[src/sv/mi3_pkg.sv]
`timescale 1ns / 1ps

package mi3_pkg;

  localparam int unsigned NumEntries = 9;
  localparam int unsigned EntryW     = 16;
  localparam int unsigned ResultW    = 32;

  typedef struct packed {
    logic signed [EntryW-1:0] entry_value;
    logic                     entry_last;
  } entry_t;

  typedef struct packed {
    logic signed [ResultW-1:0] inverse_entry;
    logic signed [ResultW-1:0] determinant_value;
    logic                      is_singular;
    logic                      result_last;
  } result_t;

  typedef logic [NumEntries-1:0][EntryW-1:0] matrix_t;

  typedef struct packed {
    logic    valid;
    matrix_t mat;
  } mat_req_t;

  // adjugate entry k = m[A1]*m[B1] - m[A2]*m[B2]
  localparam logic [3:0] AdjA1 [NumEntries] = '{4'd4, 4'd2, 4'd1, 4'd5, 4'd0, 4'd2, 4'd3, 4'd1, 4'd0};
  localparam logic [3:0] AdjB1 [NumEntries] = '{4'd8, 4'd7, 4'd5, 4'd6, 4'd8, 4'd3, 4'd7, 4'd6, 4'd4};
  localparam logic [3:0] AdjA2 [NumEntries] = '{4'd5, 4'd1, 4'd2, 4'd3, 4'd2, 4'd0, 4'd4, 4'd0, 4'd1};
  localparam logic [3:0] AdjB2 [NumEntries] = '{4'd7, 4'd8, 4'd4, 4'd8, 4'd6, 4'd5, 4'd6, 4'd7, 4'd3};

endpackage

[src/sv/matrix_inverse_3x3.sv]
`timescale 1ns / 1ps

// 3x3 matrix inverse by adjugate over determinant.
// Input: raise start_i with req_i (Q8.8 entry, last mark); a request is taken
// at a clock edge with start_i high and busy_o low. Entries fill positions
// 0..8 in order; further entries without a last mark are dropped. The request
// marked last snapshots the matrix into a one-deep queue and busy_o rises
// until the compute engine takes it, which is the next cycle when it is idle.
// Output: nine results, one cycle each on res_o with res_valid_o high, in
// storage order; result_last marks the ninth. The receiver cannot stall.
// The adjugate and then the determinant are formed over one shared
// multiplier, the determinant is checked, then each entry takes a setup, a
// 58-step divider and an emit. A singular matrix skips the divider and emits
// zero results. Loading the next matrix overlaps the current run.
// Reset clears the load count, queue and engine; the entry store is undefined
// until written.
module matrix_inverse_3x3 (
  input  logic             clk_i,
  input  logic             rst_ni,
  input  logic             start_i,
  input  mi3_pkg::entry_t  req_i,
  output logic             busy_o,
  output logic             res_valid_o,
  output mi3_pkg::result_t res_o
);

  mi3_pkg::mat_req_t mat;
  logic              pop;

  mi3_front u_front (
    .clk_i  (clk_i),
    .rst_ni (rst_ni),
    .start_i(start_i),
    .req_i  (req_i),
    .busy_o (busy_o),
    .pop_i  (pop),
    .mat_o  (mat)
  );

  mi3_back u_back (
    .clk_i      (clk_i),
    .rst_ni     (rst_ni),
    .mat_i      (mat),
    .pop_o      (pop),
    .res_valid_o(res_valid_o),
    .res_o      (res_o)
  );

endmodule

[src/sv/mi3_front.sv]
`timescale 1ns / 1ps

module mi3_front (
  input  logic              clk_i,
  input  logic              rst_ni,
  input  logic              start_i,
  input  mi3_pkg::entry_t   req_i,
  output logic              busy_o,
  input  logic              pop_i,
  output mi3_pkg::mat_req_t mat_o
);

  logic [3:0]       load_count_q, load_count_d;
  mi3_pkg::matrix_t store_q, store_d;
  logic             qvalid_q;
  mi3_pkg::matrix_t qmat_q;
  logic             accept;

  assign accept = start_i && !qvalid_q;
  assign busy_o = qvalid_q;

  always_comb begin
    store_d      = store_q;
    load_count_d = load_count_q;
    if (accept) begin
      if (load_count_q < 4'(mi3_pkg::NumEntries)) begin
        store_d[load_count_q] = req_i.entry_value;
        load_count_d          = load_count_q + 4'd1;
      end
      if (req_i.entry_last) begin
        load_count_d = '0;
      end
    end
  end

  always_ff @(posedge clk_i or negedge rst_ni) begin
    if (!rst_ni) begin
      load_count_q <= '0;
      qvalid_q     <= 1'b0;
    end else begin
      load_count_q <= load_count_d;
      if (accept && req_i.entry_last) begin
        qvalid_q <= 1'b1;
      end else if (pop_i) begin
        qvalid_q <= 1'b0;
      end
    end
  end

  always_ff @(posedge clk_i) begin
    store_q <= store_d;
    if (accept && req_i.entry_last) begin
      qmat_q <= store_d;
    end
  end

  assign mat_o.valid = qvalid_q;
  assign mat_o.mat   = qmat_q;

endmodule

[src/sv/mi3_back.sv]
`timescale 1ns / 1ps

module mi3_back (
  input  logic              clk_i,
  input  logic              rst_ni,
  input  mi3_pkg::mat_req_t mat_i,
  output logic              pop_o,
  output logic              res_valid_o,
  output mi3_pkg::result_t  res_o
);

  localparam int unsigned ProdW = 49;
  localparam int unsigned AdjW  = 33;
  localparam int unsigned DetW  = 51;
  localparam int unsigned NumW  = 58;
  localparam int unsigned RemW  = 52;

  typedef enum logic [2:0] {
    S_IDLE, S_ADJ, S_DET, S_CHECK, S_DIVINIT, S_DIV, S_EMIT, S_ZERO
  } state_e;

  state_e                  state_q;
  logic [3:0]              k_q;
  logic [1:0]              ph_q;
  logic [5:0]              cnt_q;
  logic signed [15:0]      m_q [mi3_pkg::NumEntries];
  logic signed [AdjW-1:0]  adj_q [mi3_pkg::NumEntries];
  logic signed [AdjW-1:0]  t_q;
  logic signed [ProdW-1:0] prod_q;
  logic signed [DetW-1:0]  det_q;
  logic [DetW-1:0]         dmag_q;
  logic [31:0]             detq_q;
  logic [NumW-1:0]         num_q;
  logic [RemW-1:0]         rem_q;
  logic                    neg_q;
  logic signed [15:0]      op_a;
  logic signed [AdjW-1:0]  op_b;
  logic [3:0]              didx;
  logic [RemW-1:0]         rs;
  logic                    ge;
  logic [AdjW-1:0]         amag;
  logic [DetW-1:0]         dmag;
  logic [DetW-1:0]         drnd;

  function automatic logic [31:0] sat32(input logic [NumW-1:0] q, input logic neg);
    logic [31:0] r;
    if (neg) begin
      r = (q > NumW'(33'h080000000)) ? 32'h80000000 : 32'(-q);
    end else begin
      r = (q > NumW'(32'h7fffffff)) ? 32'h7fffffff : q[31:0];
    end
    return r;
  endfunction

  assign pop_o = (state_q == S_IDLE) && mat_i.valid;
  assign didx  = (k_q == 4'd0) ? 4'd0 : ((k_q == 4'd1) ? 4'd3 : 4'd6);

  always_comb begin
    op_a = m_q[mi3_pkg::AdjA1[k_q]];
    op_b = AdjW'(m_q[mi3_pkg::AdjB1[k_q]]);
    if (state_q == S_ADJ && ph_q == 2'd1) begin
      op_a = m_q[mi3_pkg::AdjA2[k_q]];
      op_b = AdjW'(m_q[mi3_pkg::AdjB2[k_q]]);
    end else if (state_q == S_DET) begin
      op_a = m_q[k_q];
      op_b = adj_q[didx];
    end
  end

  assign rs   = {rem_q[RemW-2:0], num_q[NumW-1]};
  assign ge   = rs >= {1'b0, dmag_q};
  assign amag = adj_q[k_q][AdjW-1] ? AdjW'(-adj_q[k_q]) : AdjW'(adj_q[k_q]);
  assign dmag = det_q[DetW-1] ? DetW'(-det_q) : DetW'(det_q);
  assign drnd = (dmag + DetW'(128)) >> 8;

  always_ff @(posedge clk_i) begin
    prod_q <= op_a * op_b;
  end

  always_ff @(posedge clk_i or negedge rst_ni) begin
    if (!rst_ni) begin
      state_q     <= S_IDLE;
      k_q         <= '0;
      ph_q        <= '0;
      cnt_q       <= '0;
      res_valid_o <= 1'b0;
    end else begin
      res_valid_o <= 1'b0;
      unique case (state_q)
        S_IDLE: begin
          if (pop_o) begin
            for (int i = 0; i < mi3_pkg::NumEntries; i++) begin
              m_q[i] <= $signed(mat_i.mat[i]);
            end
            k_q     <= '0;
            ph_q    <= '0;
            state_q <= S_ADJ;
          end
        end
        S_ADJ: begin
          unique case (ph_q)
            2'd0: ph_q <= 2'd1;
            2'd1: begin
              t_q  <= AdjW'(prod_q);
              ph_q <= 2'd2;
            end
            default: begin
              adj_q[k_q] <= t_q - AdjW'(prod_q);
              ph_q       <= '0;
              if (k_q == 4'(mi3_pkg::NumEntries - 1)) begin
                k_q     <= '0;
                det_q   <= '0;
                state_q <= S_DET;
              end else begin
                k_q <= k_q + 4'd1;
              end
            end
          endcase
        end
        S_DET: begin
          if (ph_q == 2'd0) begin
            ph_q <= 2'd1;
          end else begin
            det_q <= det_q + DetW'(prod_q);
            ph_q  <= '0;
            if (k_q == 4'd2) begin
              k_q     <= '0;
              state_q <= S_CHECK;
            end else begin
              k_q <= k_q + 4'd1;
            end
          end
        end
        S_CHECK: begin
          dmag_q <= dmag;
          detq_q <= sat32(NumW'(drnd), det_q[DetW-1]);
          if (det_q == '0) begin
            state_q <= S_ZERO;
          end else begin
            state_q <= S_DIVINIT;
          end
        end
        S_DIVINIT: begin
          num_q   <= NumW'({amag, 24'b0}) + NumW'(dmag_q >> 1);
          rem_q   <= '0;
          neg_q   <= adj_q[k_q][AdjW-1] ^ det_q[DetW-1];
          cnt_q   <= '0;
          state_q <= S_DIV;
        end
        S_DIV: begin
          rem_q <= ge ? RemW'(rs - {1'b0, dmag_q}) : rs;
          num_q <= {num_q[NumW-2:0], ge};
          cnt_q <= cnt_q + 6'd1;
          if (cnt_q == 6'(NumW - 1)) begin
            state_q <= S_EMIT;
          end
        end
        S_EMIT: begin
          res_valid_o             <= 1'b1;
          res_o.inverse_entry     <= sat32(num_q, neg_q);
          res_o.determinant_value <= detq_q;
          res_o.is_singular       <= 1'b0;
          res_o.result_last       <= (k_q == 4'(mi3_pkg::NumEntries - 1));
          if (k_q == 4'(mi3_pkg::NumEntries - 1)) begin
            state_q <= S_IDLE;
          end else begin
            k_q     <= k_q + 4'd1;
            state_q <= S_DIVINIT;
          end
        end
        S_ZERO: begin
          res_valid_o             <= 1'b1;
          res_o.inverse_entry     <= '0;
          res_o.determinant_value <= '0;
          res_o.is_singular       <= 1'b1;
          res_o.result_last       <= (k_q == 4'(mi3_pkg::NumEntries - 1));
          if (k_q == 4'(mi3_pkg::NumEntries - 1)) begin
            state_q <= S_IDLE;
          end else begin
            k_q <= k_q + 4'd1;
          end
        end
        default: state_q <= S_IDLE;
      endcase
    end
  end

  a_sing_zero: assert property (@(posedge clk_i) disable iff (!rst_ni)
    res_valid_o && res_o.is_singular |-> res_o.inverse_entry == '0)
    else $error("singular result carries nonzero entry");

  a_last_idle: assert property (@(posedge clk_i) disable iff (!rst_ni)
    res_valid_o && res_o.result_last |-> state_q == S_IDLE)
    else $error("last result while still running");

  a_rem_bound: assert property (@(posedge clk_i) disable iff (!rst_ni)
    state_q == S_DIV |-> rem_q < {1'b0, dmag_q})
    else $error("divider remainder out of range");

  a_pop_idle: assert property (@(posedge clk_i) disable iff (!rst_ni)
    pop_o |=> state_q == S_ADJ && !res_valid_o)
    else $error("pop did not start a run");

endmodule

[config.mk]
export PLATFORM = sky130hd
export DESIGN_NAME = matrix_inverse_3x3
export DESIGN_NICKNAME = d
export VERILOG_FILES = /design/src/sv/mi3_pkg.sv /design/src/sv/matrix_inverse_3x3.sv /design/src/sv/mi3_front.sv /design/src/sv/mi3_back.sv
export SDC_FILE = /design/constraint.sdc
export NUM_CORES = 2
export LEC_CHECK = 0
export BUFFER_PORTS_ARGS = -buffer_cell sky130_fd_sc_hd__buf_2
export CAP_MARGIN = 0
export CORE_MARGIN = 2
export CORE_UTILIZATION = 44
export DETAILED_ROUTE_END_ITERATION = 10
export PLACE_DENSITY_LB_ADDON = 0.12
export SYNTH_ARGS = -nofsm -noshare
export SYNTH_HDL_FRONTEND = slang
export SYNTH_SLANG_ARGS = --single-unit
[constraint.sdc]
create_clock -name clk_i -period 15.5 [get_ports clk_i]
set_input_delay 0 -clock clk_i [delete_from_list [all_inputs] [get_ports clk_i]]
set_output_delay 0 -clock clk_i [all_outputs]
set_load 0.01 [all_outputs]
==> results.cfg <==
[finish]
fin_nets = 7697
layout-drive-gt1-share = 0.131
fin_cells = 9312
final_util = 0.486
area_growth_pct = 10.0

[yosys]
avgSynthCellArea_um2 = 11.3
synth_fp_nets = 7617
synth.yosys.seq_area_share = 0.420
synth_top_cell_by_area = edfxtp_1
synth_area_leaders = edfxtp_1 36%, fa_1 13%, mux4_2 6.2%
synth_edf_count = 928
yosysWarnings = 0
ys_async_sr_fraction = 0.0184
synth_top_area_frac = 0.363
ys_ff_latch = 1142
netlist_instances = 6801
synthFlopType = edfxtp_1
synth.cell_area_um2 = 76800
synth.distinct_cells = 92

[clock_network]
insertion_delay_ns = 0.77
clockBufferDepth = 3
cts_sinks = 1142
clockRootBuffer = clkbuf_16
cts_buffers = 130
cts_resized = 0
clkTransAtPathRegs_ns = 0.06
post_cts_buffers = 0
cts_tree = yes
htreeDepth = 4

[worst_hold_path]
hp-start = req_i[6]
hp-class = in -> reg
holdPathStages = 3

[global_routing]
grt_pass1_vias = 53200
antenna_found_initial = 1
track_usage = 0.241
overflow = 0
grt_pass1_wl_um = 329000
grt_max_degree = 91

[sta]
whs_ns = 0.160
worstMarginPinSlew_ns = 1.32
maxSlewHeadroom = 0.115
setup_violations = 0
skew_ns = 0.0374
grt_setup_unrepaired = false
hold_viol = 0
finalCritPeriodShare = 0.777
final-max-slew-violation-count = 0
setup_tns_ns = 0
fin_crit_ns = 12.05
max_freq_mhz = 83.0
final.setup.worst_slack_ns = 3.45

[critical_path]
cp_max_fo = 39
worstSetupEndpointType = flip-flop
crit_arrival_ns = 12.65
cp-startpoint = u_back.k_q[0]
critical_path.most_common_cell = fa_1
cpMaxStageDelayCell = dfrtp_4
start_kind = flip-flop
required_ns = 16.10
timing.rr.start = u_back.k_q[0]
cpPeakStageDelay_ns = 0.97
rr_worst_depth = 36
critPathKind = reg -> reg

[power_and_ir_drop]
p_leak_nw = 33.3
ir_drop_v = 0.000107
p_per_area_nw_per_um2 = 91.2

[route]
antenna_left = 0
drtPass1Iterations = 5
first_iter_violations = 4112
drt-vias-per-instance = 5.59
drc = 0
vias = 52100
wire_per_inst_um = 22.8
routed_wl_um = 212000

[die]
coreArea_um2 = 174000
die-width_um = 422
start_util = 0.442
dieArea_um2 = 178000
ios = 88
fp.dieH_um = 422
fp-row-count = 153

[place]
hpwl_um = 156000
gp_congestion = 0.912
numPlacedInstances = 9052
io_buffers = 87
dp_slack_ns = 3.41

[job]
max_cap_violations = 0

[outcome]
outcome = completed
## kinds of logic after synthesis
group / Yosys count / share of synthesized area
muxes: 548 / 0.108
AOI/OAI and AO/OA: 1123 / 0.0924
and+or+nand+nor: 1827 / 0.113
DFF: 1142 / 0.420
buffers and inverters: 1064 / 0.0527
adders and majority gates: 796 / 0.179
xor gates and xnor gates: 301 / 0.0343
## power by group
| group | switching, mW | total [mW] | internal [mW] |
|---|---|---|---|
| logic | 0.591 | 1.09 | 0.497 |
| clock network | 1.27 | 2.92 | 1.66 |
| registers | 0.0894 | 3.69 | 3.61 |
## cell usage after synthesis, types with 166 or more instances
master	number
mux2i_1	172
nand2_1	463
fa_1	504
mux2_2	166
a21oi_1	324
inv_1	783
ha_1	292
edfxtp_1	928
mux4_2	210
nor2_1	651
o21ai_0	247
clkbuf_1	217
dfxtp_1	193
xnor2_1	201
## metal layers
metal  global-route usage  up-vias  wire length, um
met5                    0        -                0
met4               0.0934        0             8830
met3               0.0334      304            10700
met2                0.404     1501           102000
met1                0.317    26200            90600
li1                     -    24100                -
## state kept, by name (all words and copies together) (netlist names), 4 cells and up
name and flops:
u_back.detq_q 32, u_back.m_q 144, u_back.det_q 51, u_back.dmag_q 51
u_back.adj_q 297, u_back.prod_q 49, u_front.store_q 144, u_back.t_q 33
u_back.res_o 66, u_back.cnt_q 6, u_back.rem_q 51, u_front.load_count_q 4
u_front.mat_o 144, u_back.k_q 4, u_back.num_q 58
## through the flow
step / power, mW / area (um^2)
2_1_floorplan: 4.59 / 76800
3_3_place_gp: 4.81 / 80200
3_5_place_dp: 4.83 / 80200
4_1_cts: 7.77 / 84400
5_1_grt: 8.05 / 84400
6_report: 7.71 / 84500
## final timing paths
kind / endpoint / slack [ns]
min in group asynchronous: u_back.k_q[3] / 0.63
worst max register to register: u_back.prod_q[48] / 3.45
worst min-delay path: u_front.store_q[85] / 0.16
max in group asynchronous: u_back.k_q[2] / 14.12
worst min register to register: u_back.m_q[2][15] / 0.41
worst max-delay path: u_back.prod_q[48] / 3.45
## final cells by class
cell class	instances	area [um^2]
Inverter	785	2950
Clock inverter	64	529
Clock buffer	170	3500
Multi-Input combinational cell	4595	40800
Timing Repair Buffer	227	1540
Antenna cell	4	10.0
Sequential cell	1142	32300
Tap cell	2325	2910
Fill cell	15700	89200
## critical path: cells and delay by family, from the launching register on
family                     cells  cell delay [ns]
DFF                            1             0.97
muxes                          2             0.74
buffers and inverters          7             1.28
adders and majority gates      8             3.94
and+or+nand+nor                4             0.96
AOI/OAI and AO/OA             15             3.90
## placed cells by master, fill, tap and decap left out, types with 172 or more instances in the layout
cell type  count
edfxtp_1     928
inv_1        783
nor2_1       638
fa_1         504
nand2_1      461
a21oi_1      310
ha_1         292
o21ai_0      242
mux4_2       210
xnor2_1      201
dfxtp_1      193
mux2i_1      172
## repair_timing
action,in CTS,in global routing
endpoints found under the setup margin,0,0
hold buffers,22,0
endpoints found under the hold margin,336,0
Power figures use the tool's default switching activity.
